### config.mk
export PLATFORM = sky130hd
export DESIGN_NAME = ultrasonic_echo_range_averager_top
export DESIGN_NICKNAME = d
export VERILOG_FILES = /design/src/rtl/core/uera_pkg.sv /design/src/rtl/core/ultrasonic_echo_range_averager_top.sv /design/src/rtl/core/uera_div.sv /design/src/rtl/core/uera_ctrl.sv
export SDC_FILE = /design/constraint.sdc
export NUM_CORES = 1
export LEC_CHECK = 0
export BUFFER_PORTS_ARGS = -buffer_cell sky130_fd_sc_hd__buf_4
export CORE_AREA = 2 2 196 198
export DETAILED_ROUTE_END_ITERATION = 7
export DIE_AREA = 0 0 198 200
export HOLD_SLACK_MARGIN = 0.03
export PLACE_DENSITY = 0.49
export SLEW_MARGIN = 20
export SYNTH_ARGS = -nofsm -noshare
export SYNTH_HDL_FRONTEND = slang
export SYNTH_SLANG_ARGS = --single-unit
### constraint.sdc
create_clock -name clk -period 15.55 [get_ports clk]
set_input_delay 3.8875 -clock clk [delete_from_list [all_inputs] [get_ports clk]]
set_output_delay 3.8875 -clock clk [all_outputs]
set_load 0.05 [all_outputs]
### src/rtl/core/uera_pkg.sv
// Package for the ultrasonic echo range averager.
// Widths, constants, register indexes, state type and the divider interface structs.
// No dependencies.
`timescale 1ns / 1ps
`default_nettype none

package uera_pkg;

    localparam int HISTORY_DEPTH = 6;
    localparam int FILL_W        = $clog2(HISTORY_DEPTH + 1);

    localparam int WIDTH_W = 16;   // echo width field
    localparam int BURST_W = 4;    // samples_per_burst, sample counters
    localparam int SUM_W   = 20;   // width accumulator
    localparam int CODE_W  = 8;
    localparam int SLOT_W  = 3;
    localparam int CFG_IDX_W  = 1;
    localparam int CFG_DATA_W = 16;

    // Quotient can reach 360 when valid limit is above full scale, so 9 bits
    localparam int QUOT_W = 9;
    localparam int STEP_W = $clog2(QUOT_W);
    localparam int NUM_W  = 28;    // sum * 255
    localparam int DEN_W  = 20;    // 46400 * count

    localparam logic [DEN_W-1:0]   US_PER_FULL_SCALE = DEN_W'(46400);
    localparam logic [NUM_W-1:0]   CODE_FULL_SCALE   = NUM_W'(255);
    localparam logic [QUOT_W-1:0]  CODE_MAX          = QUOT_W'(255);

    localparam logic [BURST_W-1:0]    SPB_RESET   = BURST_W'(10);
    localparam logic [WIDTH_W-1:0]    LIMIT_RESET = WIDTH_W'(30000);

    // configuration register indexes
    localparam logic [CFG_IDX_W-1:0] CFG_SAMPLES_PER_BURST = 1'b0;
    localparam logic [CFG_IDX_W-1:0] CFG_VALID_LIMIT_US    = 1'b1;

    typedef enum logic [1:0] {
        ST_IDLE,
        ST_CALC,
        ST_DIV,
        ST_DONE
    } ctrl_state_t;

    typedef struct packed {
        logic             start;
        logic [NUM_W-1:0] num;
        logic [DEN_W-1:0] den;
    } div_cmd_t;

    typedef struct packed {
        logic              done;
        logic [QUOT_W-1:0] quot;
    } div_stat_t;

    typedef struct packed {
        logic [CODE_W-1:0] distance_code;
        logic [SLOT_W-1:0] slot;
        logic              shifted;
        logic              stored;
    } result_t;

endpackage

`default_nettype wire

### src/rtl/core/ultrasonic_echo_range_averager_top.sv
// Top level of the ultrasonic echo range averager.
// Holds config registers and the output register; uses uera_pkg, uera_ctrl, uera_div.
`timescale 1ns / 1ps
`default_nettype none

// Channel   Direction  Handshake            Payload
// in        sink       in_valid / in_stall  echo_width_us, echo_started
// out       source     out_valid / out_stall distance_code, slot, shifted, stored
// cfg       sink       cfg_valid / cfg_ready cfg_index, cfg_data
//
// A sample that does not end a burst is absorbed without stalling the input.
// A burst-ending sample with valid echoes goes through the accepting cycle,
//   divider load, 9 divider steps (one quotient bit each on the shared
//   compare/subtract), result capture and hand-off.
// An empty burst skips the divider. rst_n clears counters, sums and history fill;
//   config returns to 10 samples and a 30000 us limit.
// A result waits in the output register while the next samples are taken;
//   a burst end waits to hand off, holding the input, only while that register is full.

module ultrasonic_echo_range_averager_top
    import uera_pkg::*;
(
    input  wire logic                   clk,
    input  wire logic                   rst_n,
    // samples in
    input  wire logic                   in_valid,
    output logic                        in_stall,
    input  wire logic [WIDTH_W-1:0]     echo_width_us,
    input  wire logic                   echo_started,
    // results out
    output logic                        out_valid,
    input  wire logic                   out_stall,
    output logic [CODE_W-1:0]           distance_code,
    output logic [SLOT_W-1:0]           slot,
    output logic                        shifted,
    output logic                        stored,
    // configuration writes
    input  wire logic                   cfg_valid,
    output logic                        cfg_ready,
    input  wire logic [CFG_IDX_W-1:0]   cfg_index,
    input  wire logic [CFG_DATA_W-1:0]  cfg_data
);

    logic [BURST_W-1:0] spb_reg,   spb_next;
    logic [WIDTH_W-1:0] limit_reg, limit_next;

    logic      out_valid_reg, out_valid_next;
    result_t   out_reg,       out_next;

    div_cmd_t  div_cmd;
    div_stat_t div_stat;
    logic      res_valid;
    logic      res_take;
    result_t   res;

    // Config always accepted; the user must ensure it is only written while idle, which the block leaves unchecked
    assign cfg_ready = 1'b1;

    always_comb
    begin
        spb_next   = spb_reg;
        limit_next = limit_reg;
        if (cfg_valid)
        begin
            case (cfg_index)
                CFG_SAMPLES_PER_BURST: spb_next   = cfg_data[BURST_W-1:0];
                CFG_VALID_LIMIT_US:    limit_next = cfg_data[WIDTH_W-1:0];
                default: ;
            endcase
        end
    end

    uera_ctrl u_ctrl (
        .clk               (clk),
        .rst_n             (rst_n),
        .in_valid          (in_valid),
        .in_stall          (in_stall),
        .echo_width_us     (echo_width_us),
        .echo_started      (echo_started),
        .samples_per_burst (spb_reg),
        .valid_limit_us    (limit_reg),
        .div_cmd           (div_cmd),
        .div_stat          (div_stat),
        .res_valid         (res_valid),
        .res_take          (res_take),
        .res               (res)
    );

    uera_div u_div (
        .clk   (clk),
        .rst_n (rst_n),
        .cmd   (div_cmd),
        .stat  (div_stat)
    );

    // Output register: loads when empty or when the current beat leaves
    assign res_take = res_valid && (!out_valid_reg || !out_stall);

    always_comb
    begin
        out_valid_next = out_valid_reg;
        out_next       = out_reg;
        if (out_valid_reg && !out_stall)
        begin
            out_valid_next = 1'b0;
        end
        if (res_take)
        begin
            out_valid_next = 1'b1;
            out_next       = res;
        end
    end

    always_ff @(posedge clk or negedge rst_n)
    begin
        if (!rst_n)
        begin
            spb_reg       <= SPB_RESET;
            limit_reg     <= LIMIT_RESET;
            out_valid_reg <= 1'b0;
        end
        else
        begin
            spb_reg       <= spb_next;
            limit_reg     <= limit_next;
            out_valid_reg <= out_valid_next;
        end
    end

    always_ff @(posedge clk)
    begin
        out_reg <= out_next;
    end

    assign out_valid     = out_valid_reg;
    assign distance_code = out_reg.distance_code;
    assign slot          = out_reg.slot;
    assign shifted       = out_reg.shifted;
    assign stored        = out_reg.stored;

endmodule

`default_nettype wire

### src/rtl/core/uera_div.sv
// Restoring divider: one compare/subtract per cycle, one quotient bit per cycle.
// Depends on uera_pkg.
`timescale 1ns / 1ps
`default_nettype none

module uera_div
    import uera_pkg::*;
(
    input  wire logic      clk,
    input  wire logic      rst_n,
    input  wire div_cmd_t  cmd,
    output div_stat_t      stat
);

    logic              busy_reg,  busy_next;
    logic              done_reg,  done_next;
    logic [STEP_W-1:0] cnt_reg,   cnt_next;
    logic [NUM_W-1:0]  rem_reg,   rem_next;
    logic [NUM_W-1:0]  dsh_reg,   dsh_next;
    logic [QUOT_W-1:0] quot_reg,  quot_next;
    logic              ge;

    assign ge = (rem_reg >= dsh_reg);

    always_comb
    begin
        busy_next = busy_reg;
        done_next = 1'b0;
        cnt_next  = cnt_reg;
        rem_next  = rem_reg;
        dsh_next  = dsh_reg;
        quot_next = quot_reg;
        if (cmd.start)
        begin
            busy_next = 1'b1;
            cnt_next  = STEP_W'(QUOT_W - 1);
            rem_next  = cmd.num;
            dsh_next  = NUM_W'(cmd.den) << (QUOT_W - 1);
            quot_next = '0;
        end
        else if (busy_reg)
        begin
            if (ge)
            begin
                rem_next = rem_reg - dsh_reg;
            end
            quot_next = {quot_reg[QUOT_W-2:0], ge};
            dsh_next  = dsh_reg >> 1;
            cnt_next  = cnt_reg - STEP_W'(1);
            if (cnt_reg == '0)
            begin
                busy_next = 1'b0;
                done_next = 1'b1;
            end
        end
    end

    always_ff @(posedge clk or negedge rst_n)
    begin
        if (!rst_n)
        begin
            busy_reg <= 1'b0;
            done_reg <= 1'b0;
            cnt_reg  <= '0;
        end
        else
        begin
            busy_reg <= busy_next;
            done_reg <= done_next;
            cnt_reg  <= cnt_next;
        end
    end

    always_ff @(posedge clk)
    begin
        rem_reg  <= rem_next;
        dsh_reg  <= dsh_next;
        quot_reg <= quot_next;
    end

    assign stat.done = done_reg;
    assign stat.quot = quot_reg;

endmodule

`default_nettype wire

### src/rtl/core/uera_ctrl.sv
// Sequencer: burst accumulation, history occupancy and divider control.
// Depends on uera_pkg; drives uera_div through div_cmd_t / div_stat_t.
`timescale 1ns / 1ps
`default_nettype none

module uera_ctrl
    import uera_pkg::*;
(
    input  wire logic                clk,
    input  wire logic                rst_n,
    input  wire logic                in_valid,
    output logic                     in_stall,
    input  wire logic [WIDTH_W-1:0]  echo_width_us,
    input  wire logic                echo_started,
    input  wire logic [BURST_W-1:0]  samples_per_burst,
    input  wire logic [WIDTH_W-1:0]  valid_limit_us,
    output div_cmd_t                 div_cmd,
    input  wire div_stat_t           div_stat,
    output logic                     res_valid,
    input  wire logic                res_take,
    output result_t                  res
);

    ctrl_state_t       state_reg, state_next;
    logic [SUM_W-1:0]   sum_reg,     sum_next;
    logic [BURST_W-1:0] seen_reg,    seen_next;
    logic [BURST_W-1:0] vseen_reg,   vseen_next;
    logic [FILL_W-1:0]  fill_reg,    fill_next;
    result_t            res_reg,     res_next;

    logic               accept;
    logic               sample_ok;
    logic [SUM_W-1:0]   sum_acc;
    logic [BURST_W-1:0] vseen_acc;
    logic [BURST_W-1:0] burst_len;
    logic               burst_end;
    logic               hist_full;

    assign accept    = in_valid && (state_reg == ST_IDLE);
    assign sample_ok = echo_started && (echo_width_us < valid_limit_us);
    assign sum_acc   = sample_ok ? sum_reg + SUM_W'(echo_width_us) : sum_reg;
    assign vseen_acc = sample_ok ? vseen_reg + BURST_W'(1) : vseen_reg;
    assign burst_len = (samples_per_burst == '0) ? BURST_W'(1) : samples_per_burst;
    assign burst_end = ({1'b0, seen_reg} + 5'd1) >= {1'b0, burst_len};
    assign hist_full = (fill_reg >= FILL_W'(HISTORY_DEPTH));

    // next state
    always_comb
    begin
        state_next = state_reg;
        case (state_reg)
            ST_IDLE:
            begin
                if (accept && burst_end)
                begin
                    state_next = (vseen_acc != '0) ? ST_CALC : ST_DONE;
                end
            end
            ST_CALC: state_next = ST_DIV;
            ST_DIV:
            begin
                if (div_stat.done)
                begin
                    state_next = ST_DONE;
                end
            end
            ST_DONE:
            begin
                if (res_take)
                begin
                    state_next = ST_IDLE;
                end
            end
            default: state_next = ST_IDLE;
        endcase
    end

    // datapath updates and outputs
    always_comb
    begin
        sum_next    = sum_reg;
        seen_next   = seen_reg;
        vseen_next  = vseen_reg;
        fill_next   = fill_reg;
        res_next    = res_reg;
        div_cmd     = '{start: 1'b0, num: NUM_W'(sum_reg) * CODE_FULL_SCALE,
                        den: US_PER_FULL_SCALE * DEN_W'(vseen_reg)};
        case (state_reg)
            ST_IDLE:
            begin
                if (accept)
                begin
                    if (!burst_end)
                    begin
                        sum_next   = sum_acc;
                        vseen_next = vseen_acc;
                        seen_next  = seen_reg + BURST_W'(1);
                    end
                    else if (vseen_acc != '0)
                    begin
                        // hold totals for the divide
                        sum_next   = sum_acc;
                        vseen_next = vseen_acc;
                    end
                    else
                    begin
                        sum_next   = '0;
                        seen_next  = '0;
                        vseen_next = '0;
                        res_next   = '0;
                    end
                end
            end
            ST_CALC:
            begin
                div_cmd.start = 1'b1;
                sum_next      = '0;
                seen_next     = '0;
                vseen_next    = '0;
                res_next.stored = 1'b1;
                if (hist_full)
                begin
                    res_next.shifted = 1'b1;
                    res_next.slot    = SLOT_W'(HISTORY_DEPTH - 1);
                end
                else
                begin
                    res_next.shifted = 1'b0;
                    res_next.slot    = SLOT_W'(fill_reg);
                    fill_next        = fill_reg + FILL_W'(1);
                end
            end
            ST_DIV:
            begin
                if (div_stat.done)
                begin
                    res_next.distance_code = (div_stat.quot > CODE_MAX)
                        ? CODE_W'(CODE_MAX) : div_stat.quot[CODE_W-1:0];
                end
            end
            ST_DONE: ;
            default: ;
        endcase
    end

    assign in_stall  = (state_reg != ST_IDLE);
    assign res_valid = (state_reg == ST_DONE);
    assign res       = res_reg;

    always_ff @(posedge clk or negedge rst_n)
    begin
        if (!rst_n)
        begin
            state_reg <= ST_IDLE;
            sum_reg   <= '0;
            seen_reg  <= '0;
            vseen_reg <= '0;
            fill_reg  <= '0;
        end
        else
        begin
            state_reg <= state_next;
            sum_reg   <= sum_next;
            seen_reg  <= seen_next;
            vseen_reg <= vseen_next;
            fill_reg  <= fill_next;
        end
    end

    always_ff @(posedge clk)
    begin
        res_reg <= res_next;
    end

endmodule

`default_nettype wire
# Word-level counts from Yosys, hierarchy flattened
# Cells that the tools add are included.
[classes] n_mul=2 n_mux=44 n_shift=0 div=0 n_reduce_logical=27 order_cmp=5 bitwise_logic=2 n_addsub=7 eq_ne=10
[ops] cell="$mux 28" n=5
[ops] cell="$mux 20" n=4
[ops] cell="$mux 4" n=11
[ops] cell="$pmux 20 s2" n=1
[ops] cell="$mux 13" n=3
[ops] cell="$ge 28x28->1" n=1
[ops] cell="$mul 20x8->28 const B" n=1
[ops] cell="$sub 28x28->28" n=1
[ops] cell="$add 20x16->20" n=1
[ops] cell="$lt 16x16->1" n=1
[ops] cell="$mux 8" n=2
[ops] cell="$pmux 4 s2" n=2
[ops] cell="$pmux 8 s2" n=1
[ops] cell="$mul 10x4->14 const A" n=1
[ops] cell="$reduce_bool 2->1" n=6
[ops] cell="$pmux 5 s2" n=1
[ops] cell="$reduce_and 2->1" n=5
[ops] cell="$gt 9x8->1 const B" n=1
[ops] cell="$mux 1" n=9
[ops] cell="$add 4x1->4 const B" n=2
[ops] cell="$logic_not 4->1" n=2
[ops] cell="$mux 2" n=4
[ops] cell="$ne 2x1->1 const B" n=4
[ops] cell="$pmux 2 s4" n=1
[ops] cell="other kinds (18)" n=27
[totals] ramBits=0 latch_bits=0 regBits=151 rom_bits=0 in_bits=39 out_inout_bits=16 mem_count=0 wordCells=120

# Longest topological paths before layout
# Gate-level depths: netlist (run 1).
[depth] word_depth=8 mapped_depth=19 depth_no_buf=18

# Hierarchy
# A second synthesis (run 1) with hierarchy kept.
[unflattened] cells_unflattened=1376 area_unflattened_um2=13540.5
[modules_own_cells] module="uera_ctrl" instances=1 cells_per_inst=802 seq_area_each_um2=1216.2 area_per_inst_um2=7527.2
[modules_own_cells] module="uera_div" instances=1 cells_per_inst=513 seq_area_each_um2=1931.9 area_per_inst_um2=4814.6
[modules_own_cells] module="ultrasonic_echo_range_averager_top" instances=1 cells_per_inst=61 seq_area_each_um2=927.1 area_per_inst_um2=1198.6

# Least setup slack after synthesis (run 1)
# No wires, ideal clock.
[synth_path] path_type="input to register" start="in echo_width_us[9]" end="reg u_ctrl.res_reg (netlist bit u_ctrl.res[10]), enable pin" setup_slack_ps=9147 stages=7 required_ps=15164 setup_time_ps=386 arrival_time_ps=6017 n_path_buf=0 path_cell_list="ha_1 a21o_1 a221o_1 nand2_1 o2111ai_4 mux2i_2 a211oi_1"
[synth_via] elab_chain_len=6
[synth_rtl] item="start: declaration" line="ultrasonic_echo_range_averager_top.sv:28" source="input wire logic [WIDTH_W-1:0] echo_width_us,"
[synth_rtl] item="$lt 16x16->1" line="uera_ctrl.sv:40" source="assign sample_ok = echo_started && (echo_width_us < valid_limit_us);"
[synth_rtl] item="$logic_and 1x1->1" line="uera_ctrl.sv:40"
[synth_rtl] item="$mux 4" line="uera_ctrl.sv:42" source="assign vseen_acc = sample_ok ? vseen_reg + BURST_W'(1) : vseen_reg;"
[synth_rtl] item="$reduce_bool 4->1" line="uera_ctrl.sv:99" source="else if (vseen_acc != '0)"
[synth_rtl] item="$ne 2x2->1 (no line)"
[synth_rtl] item="$reduce_and 5->1 (no line)"
[synth_rtl] item="end signal: assignment" line="uera_ctrl.sv:172" source="res_reg <= res_next;"
[synth_rtl] item="end: declaration" line="uera_ctrl.sv:29" source="result_t res_reg, res_next;"
# Every way passes these cells.
# A chain may end at the register's enable or synchronous reset.

# Worst setup path in the final report (run 1)
[layout_path] start="in echo_width_us[11]" end="reg u_ctrl.res_reg (netlist bit u_ctrl.res[0]), enable pin"
[layout_via] elab_chain_len=6
[layout_rtl] item="$lt 16x16->1" line="uera_ctrl.sv:40"
[layout_rtl] item="$logic_and 1x1->1" line="uera_ctrl.sv:40"
[layout_rtl] item="$mux 4" line="uera_ctrl.sv:42"
[layout_rtl] item="$reduce_bool 4->1" line="uera_ctrl.sv:99"
[layout_rtl] item="$ne 2x2->1 (no line)"
[layout_rtl] item="$reduce_and 4->1 (no line)"
# Every way passes these cells.

==> metrics.csv, run 1 <==
metric,value,unit
gp_congestion,0.818,
regArea,0.00402,mm²
final_nets,1620,
slowest_delay,0.35,ns
clock-sinks,151,
path_cells,buf_4 > ha_1 > and2_0 > a221o_1 > nand2_1 > o2111ai_4 > mux2i_2 > buf_4 > nor2_1 > nor2_1 > nor2_1,
via_per_inst,4.71,
grt_max_degree,61,
finalMaxSlewViolations,0,
core_region_area,0.0374,mm²
ant_nets,0,
avgSynthCellArea,9.94,µm²
ys_ff_latch,151,
cts-root-buf,clkbuf_16,
die_area,0.0396,mm²
clock_path_buffers,2,
routed_wl,27400,µm
relSlewSlack,34.7,%
cts_hold_buf,0,
hpwl,21700,µm
grt_overflow_total,0,
timing.rr.end,u_div.rem_reg[27]$_DFFE_PP_,
ios,55,
path_max_fanout,9,
r2r_cells,18,
synth-edff-count,68,
setup_tns,0,ns
holdCritPathClass,reg2reg,
drive_gt1_share,10.9,%
cts_tree,built,
syn_to_final_growth,12.2,%
track_usage,14.8,%
status,"complete, no violations",
die_height,200,µm
worst_path_max_delay_cell,nor2_1,
cp-startpoint,echo_width_us[11],
r2r-start,u_ctrl.sum_reg[17]$_DFFE_PN0P_,
layout_min_cycle_time,6.19,ns
initial_core_util,34.5,%
syn_nets,1571,
r2r_setup_slack,10.15,ns
critPathLaunchType,input pin,
grt_pass1_vias,8936,
multi_input_area,0.00799,mm²
final_hold_viol_count,0,
htreeDepth,4,
grt_pass1_wl,45500,µm
cts-buffers-inserted,17,
fin_area,0.0145,mm²
drt_iter0_markers,489,
postLayoutSetupSlackWorst,9.36,ns
fillers,3803,
clkLatencyLatePin,0.47,ns
drv_cap,0,
drt_pass1_iterations,4,
worstPathRequired,15.66,ns
fmax,0.162,GHz
synth_warnings,0,
cts_resized,0,
portBuffers,53,
place_area,0.0139,mm²
end_kind,flop,
routedWlPerCell,14.6,µm
cp_num_cells,11,
worst_pin_slew,0.970,ns
skew,0.0199,ns
crit_path_end,u_ctrl.res[0]$_DFFE_PP_,
worstSetupPathType,in2reg,
finalSetupViolCount,0,
die_x,198,µm
critPathTopFamily,simple AND/OR/NAND/NOR gates,
vias,8817,
final_common_cell,inv_1,
yosysUniqueCellTypes,82,
n_antenna_cell,0,
drc_errors,0,
rows,71,
clk_pin_slew,0.07,ns
antenna_found_initial,0,
worst_path_most_repeated_cell,nor2_1,
critPathBufInv,2,
rsz0062_at_grt,no,
arrival,6.30,ns
synth_area,0.0129,mm²
layout_common_cells,"inv_1 (212), ha_1 (139), nor2_1 (95)",
synthArstFlopShare,39.7,%
synth_cells,1298,
finalCritPeriodShare,39.8,%
ys_seq_area_share,31.1,%
synth-main-ff-cell,edfxtp_1,
place_ws,8.58,ns
cts_setup_buffers,0,
[logic make-up (layout without fill, tap and decap cells)]
| group | after synthesis | after routing | share of synthesized area (%) |
|---|---|---|---|
| muxes | 51 | 51 | 4.18 |
| AOI/OAI and AO/OA | 282 | 282 | 15.1 |
| buffers and inverters | 243 | 305 | 7.17 |
| DFF | 151 | 151 | 31.1 |
| xor gates and xnor gates | 67 | 67 | 4.55 |
| adders and majority gates | 234 | 234 | 28.2 |
| and+or+nand+nor | 269 | 269 | 9.67 |
| other | 1 | 1 | 0.0291 |
[cell usage after synthesis (21+ instances only)]
cell	n	share of area, %
edfxtp_1	68	16
inv_1	212	6.2
xnor2_1	42	2.9
a21o_1	33	1.9
nand2_1	72	2.1
mux2i_1	30	2.3
nor2_1	95	2.8
dfrtp_1	51	9.9
xor2_1	25	1.7
dfxtp_1	23	3.6
ha_1	140	14
fa_1	94	15
o21ai_0	47	1.8
clkbuf_1	21	0.61
a21oi_1	69	2.7
[worst min-delay path by stage]
stage | endpoint | depth (start not counted) | start | slack [ns]
final | distance_code[4]$_DFFE_PP_ | 0 | u_ctrl.res[9]$_SDFFCE_PN0P_ | 0.42
after floorplan | distance_code[0]$_DFFE_PP_ | 0 | u_ctrl.res[5]$_SDFFCE_PN0P_ | 0.40
after detailed placement | distance_code[4]$_DFFE_PP_ | 0 | u_ctrl.res[9]$_SDFFCE_PN0P_ | 0.40
after global routing | distance_code[5]$_DFFE_PP_ | 0 | u_ctrl.res[10]$_SDFFCE_PN0P_ | 0.43
after global placement | stored$_DFFE_PP_ | 0 | u_ctrl.res[0]$_DFFE_PP_ | 0.41
after CTS | distance_code[4]$_DFFE_PP_ | 0 | u_ctrl.res[9]$_SDFFCE_PN0P_ | 0.42
[layout make-up]
type                       count  share of cell area, %
multi-input combinational    904                   55.2
inverter                     214                   5.55
timing repair buffer          59                   3.06
clock buffer                  18                   3.03
tap                          511                   4.42
clock inverter                14                   1.03
sequential                   151                   27.7
[metal layers]
metal  GRT usage, %  share of wire [%]
met1           19.6                 48
met5              0                  0
met2           24.2                 47
met3           2.87                2.9
met4           5.07                2.0
[metrics by stage]
stage,util [%],hold slack (ns),std cells
2_1_floorplan,-,0.400,1298
3_3_place_gp,37.1,0.407,1839
3_5_place_dp,37.1,0.405,1839
4_1_cts,38.7,0.422,1871
5_1_grt,38.7,0.429,1871
6_report,38.7,0.421,1871
Power of run 1 is left out: the tool's default activity adds up to more than one toggle a clock period on the data nets, which glitch-free logic cannot reach.
==> run 2, diff against run 1 <==
--- a/config.mk
+++ b/config.mk
@@ -10,7 +10,7 @@
 export DETAILED_ROUTE_END_ITERATION = 7
 export DIE_AREA = 0 0 198 200
 export HOLD_SLACK_MARGIN = 0.03
-export PLACE_DENSITY = 0.49
+export PLACE_DENSITY = 0.5
 export SLEW_MARGIN = 20
 export SYNTH_ARGS = -nofsm -noshare
 export SYNTH_HDL_FRONTEND = slang
==> constraint.sdc (replaced) <==
create_clock -name clk -period 5.5 [get_ports clk]
set_input_delay 1.375 -clock clk [delete_from_list [all_inputs] [get_ports clk]]
set_output_delay 1.375 -clock clk [all_outputs]
set_load 0.05 [all_outputs]
==> metrics.csv, run 2 (synthesized netlist as in run 1, its figures left out) <==
metric,value,unit,change
path_cells,fa_1 > inv_1 > fa_1 > inv_1 > fa_1 > inv_1 > fa_1 > inv_1 > ha_1 > a41oi_1 > o21ai_1 > a21oi_1 > o211ai_1 > a31oi_2 > o21bai_1 > a21oi_1 > xnor2_1 > mux2_2,,
cts-root-buf,clkbuf_16,,
gp_congestion,0.848,,+3.7%
end_kind,flop,,
dp.cells,1844,,+0.27%
htreeDepth,4,,unchanged
worst_path_max_delay_cell,fa_1,,
routedWlPerCell,14.7,µm,+0.34%
drt_pass1_iterations,5,,+1
drt_iter0_markers,412,,-16%
setup_tns,0,ns,unchanged
relSlewSlack,38.0,%,+3.3 points
die_area,0.0396,mm²,unchanged
met3_length,662,µm,-16%
via_per_inst,4.75,,+0.69%
status,"complete, no violations",,
critPathLaunchType,flop,,
portBuffers,53,,unchanged
track_usage,14.6,%,-0.15 points
dr.max_layer_used,met4,,
cts_hold_buf,0,,unchanged
clkLatencyLatePin,0.45,ns,-0.02 ns
layout_min_cycle_time,5.15,ns,
initial_core_util,34.5,%,unchanged
wl_met2,12900,µm,+0.48%
core_region_area,0.0374,mm²,unchanged
worst_pin_slew,0.928,ns,-0.0423 ns
r2r_cells,18,,unchanged
cts_setup_buffers,0,,unchanged
n_antenna_cell,0,,unchanged
layout_common_cells,"inv_1 (211), ha_1 (139), nor2_1 (95)",,
clock-sinks,151,,unchanged
die_height,200,µm,unchanged
critPathBufInv,4,,+2
routed_wl,27500,µm,+0.61%
ios,55,,unchanged
holdCritPathClass,reg2reg,,
syn_to_final_growth,12.7,%,
cts-buffers-inserted,17,,unchanged
path_max_fanout,6,,-3
final_hold_viol_count,0,,unchanged
antenna_found_initial,0,,unchanged
worstSetupPathType,reg2reg,,
fmax,0.194,GHz,
cp_num_cells,18,,+7
arrival,5.35,ns,-0.95 ns
cts_tree,built,,
finalSetupViolCount,0,,unchanged
hold_depth,0,,unchanged
finalMaxSlewViolations,0,,unchanged
clock_path_buffers,2,,unchanged
die_x,198,µm,unchanged
hpwl,21600,µm,-0.27%
cts_resized,0,,unchanged
final_common_cell,inv_1,,
grt_overflow_total,0,,unchanged
grt_max_degree,61,,unchanged
slowest_delay,0.60,ns,+0.25 ns
skew,0.0135,ns,-0.00644 ns
worstPathRequired,5.70,ns,-9.96 ns
vias,8902,,+0.96%
place_ws,0.262,ns,-8.31 ns
final_nets,1625,,+0.31%
drv_cap,0,,unchanged
wirelength_met1,13400,µm,+1.4%
grt_pass1_wl,45300,µm,-0.58%
critPathTopFamily,adder cells,,
ant_nets,0,,unchanged
finalCritPeriodShare,93.7,%,
clk_pin_slew,0.07,ns,about the same
rows,71,,unchanged
drive_gt1_share,11.6,%,+0.69 points
rsz0062_at_grt,no,,
fin_cells,1876,,+0.27%
drc_errors,0,,unchanged
postLayoutSetupSlackWorst,0.348,ns,-9.01 ns
grt_pass1_vias,8855,,-0.91%
## run 2: layout make-up
type,count,area (µm²)
fill,3721,22900
multi-input combinational,904,7990
sequential,151,4020
inverter,214,803
tap,511,639
timing repair buffer,64,480
clock buffer,20,468
clock inverter,12,135
## run 2: final timing paths
| kind | from | end | slack [ns] |
|---|---|---|---|
| setup / recovery | u_ctrl.sum_reg[6]$_DFFE_PN0P_ | u_div.rem_reg[24]$_DFFE_PP_ | 0.35 |
| hold / removal | u_ctrl.res[9]$_SDFFCE_PN0P_ | distance_code[4]$_DFFE_PP_ | 0.42 |
| setup reg to reg | u_ctrl.sum_reg[6]$_DFFE_PN0P_ | u_div.rem_reg[24]$_DFFE_PP_ | 0.35 |
| hold reg to reg | u_ctrl.res[9]$_SDFFCE_PN0P_ | distance_code[4]$_DFFE_PP_ | 0.42 |
| max in group asynchronous | rst_n | u_ctrl.sum_reg[6]$_DFFE_PN0P_ | 3.88 |
| min in group asynchronous | rst_n | limit_reg[2]$_DFFE_PN0P_ | 1.02 |
## run 2: per-stage QoR
stage / hold WS, ns / utilization [%] / area (µm²)
2_1_floorplan: 0.400 / - / 12900
3_3_place_gp: 0.402 / 37.2 / 13900
3_5_place_dp: 0.405 / 37.2 / 13900
4_1_cts: 0.421 / 38.8 / 14500
5_1_grt: 0.429 / 38.9 / 14500
6_report: 0.419 / 38.9 / 14500
## run 2: layer usage
layer / track usage (%) / up-vias
li1: - / 4543
met3: 2.40 / 31
met4: 4.98 / 0
met5: 0 / -
met1: 19.2 / 4221
met2: 24.5 / 107
Power of run 2 is left out for the same reason.
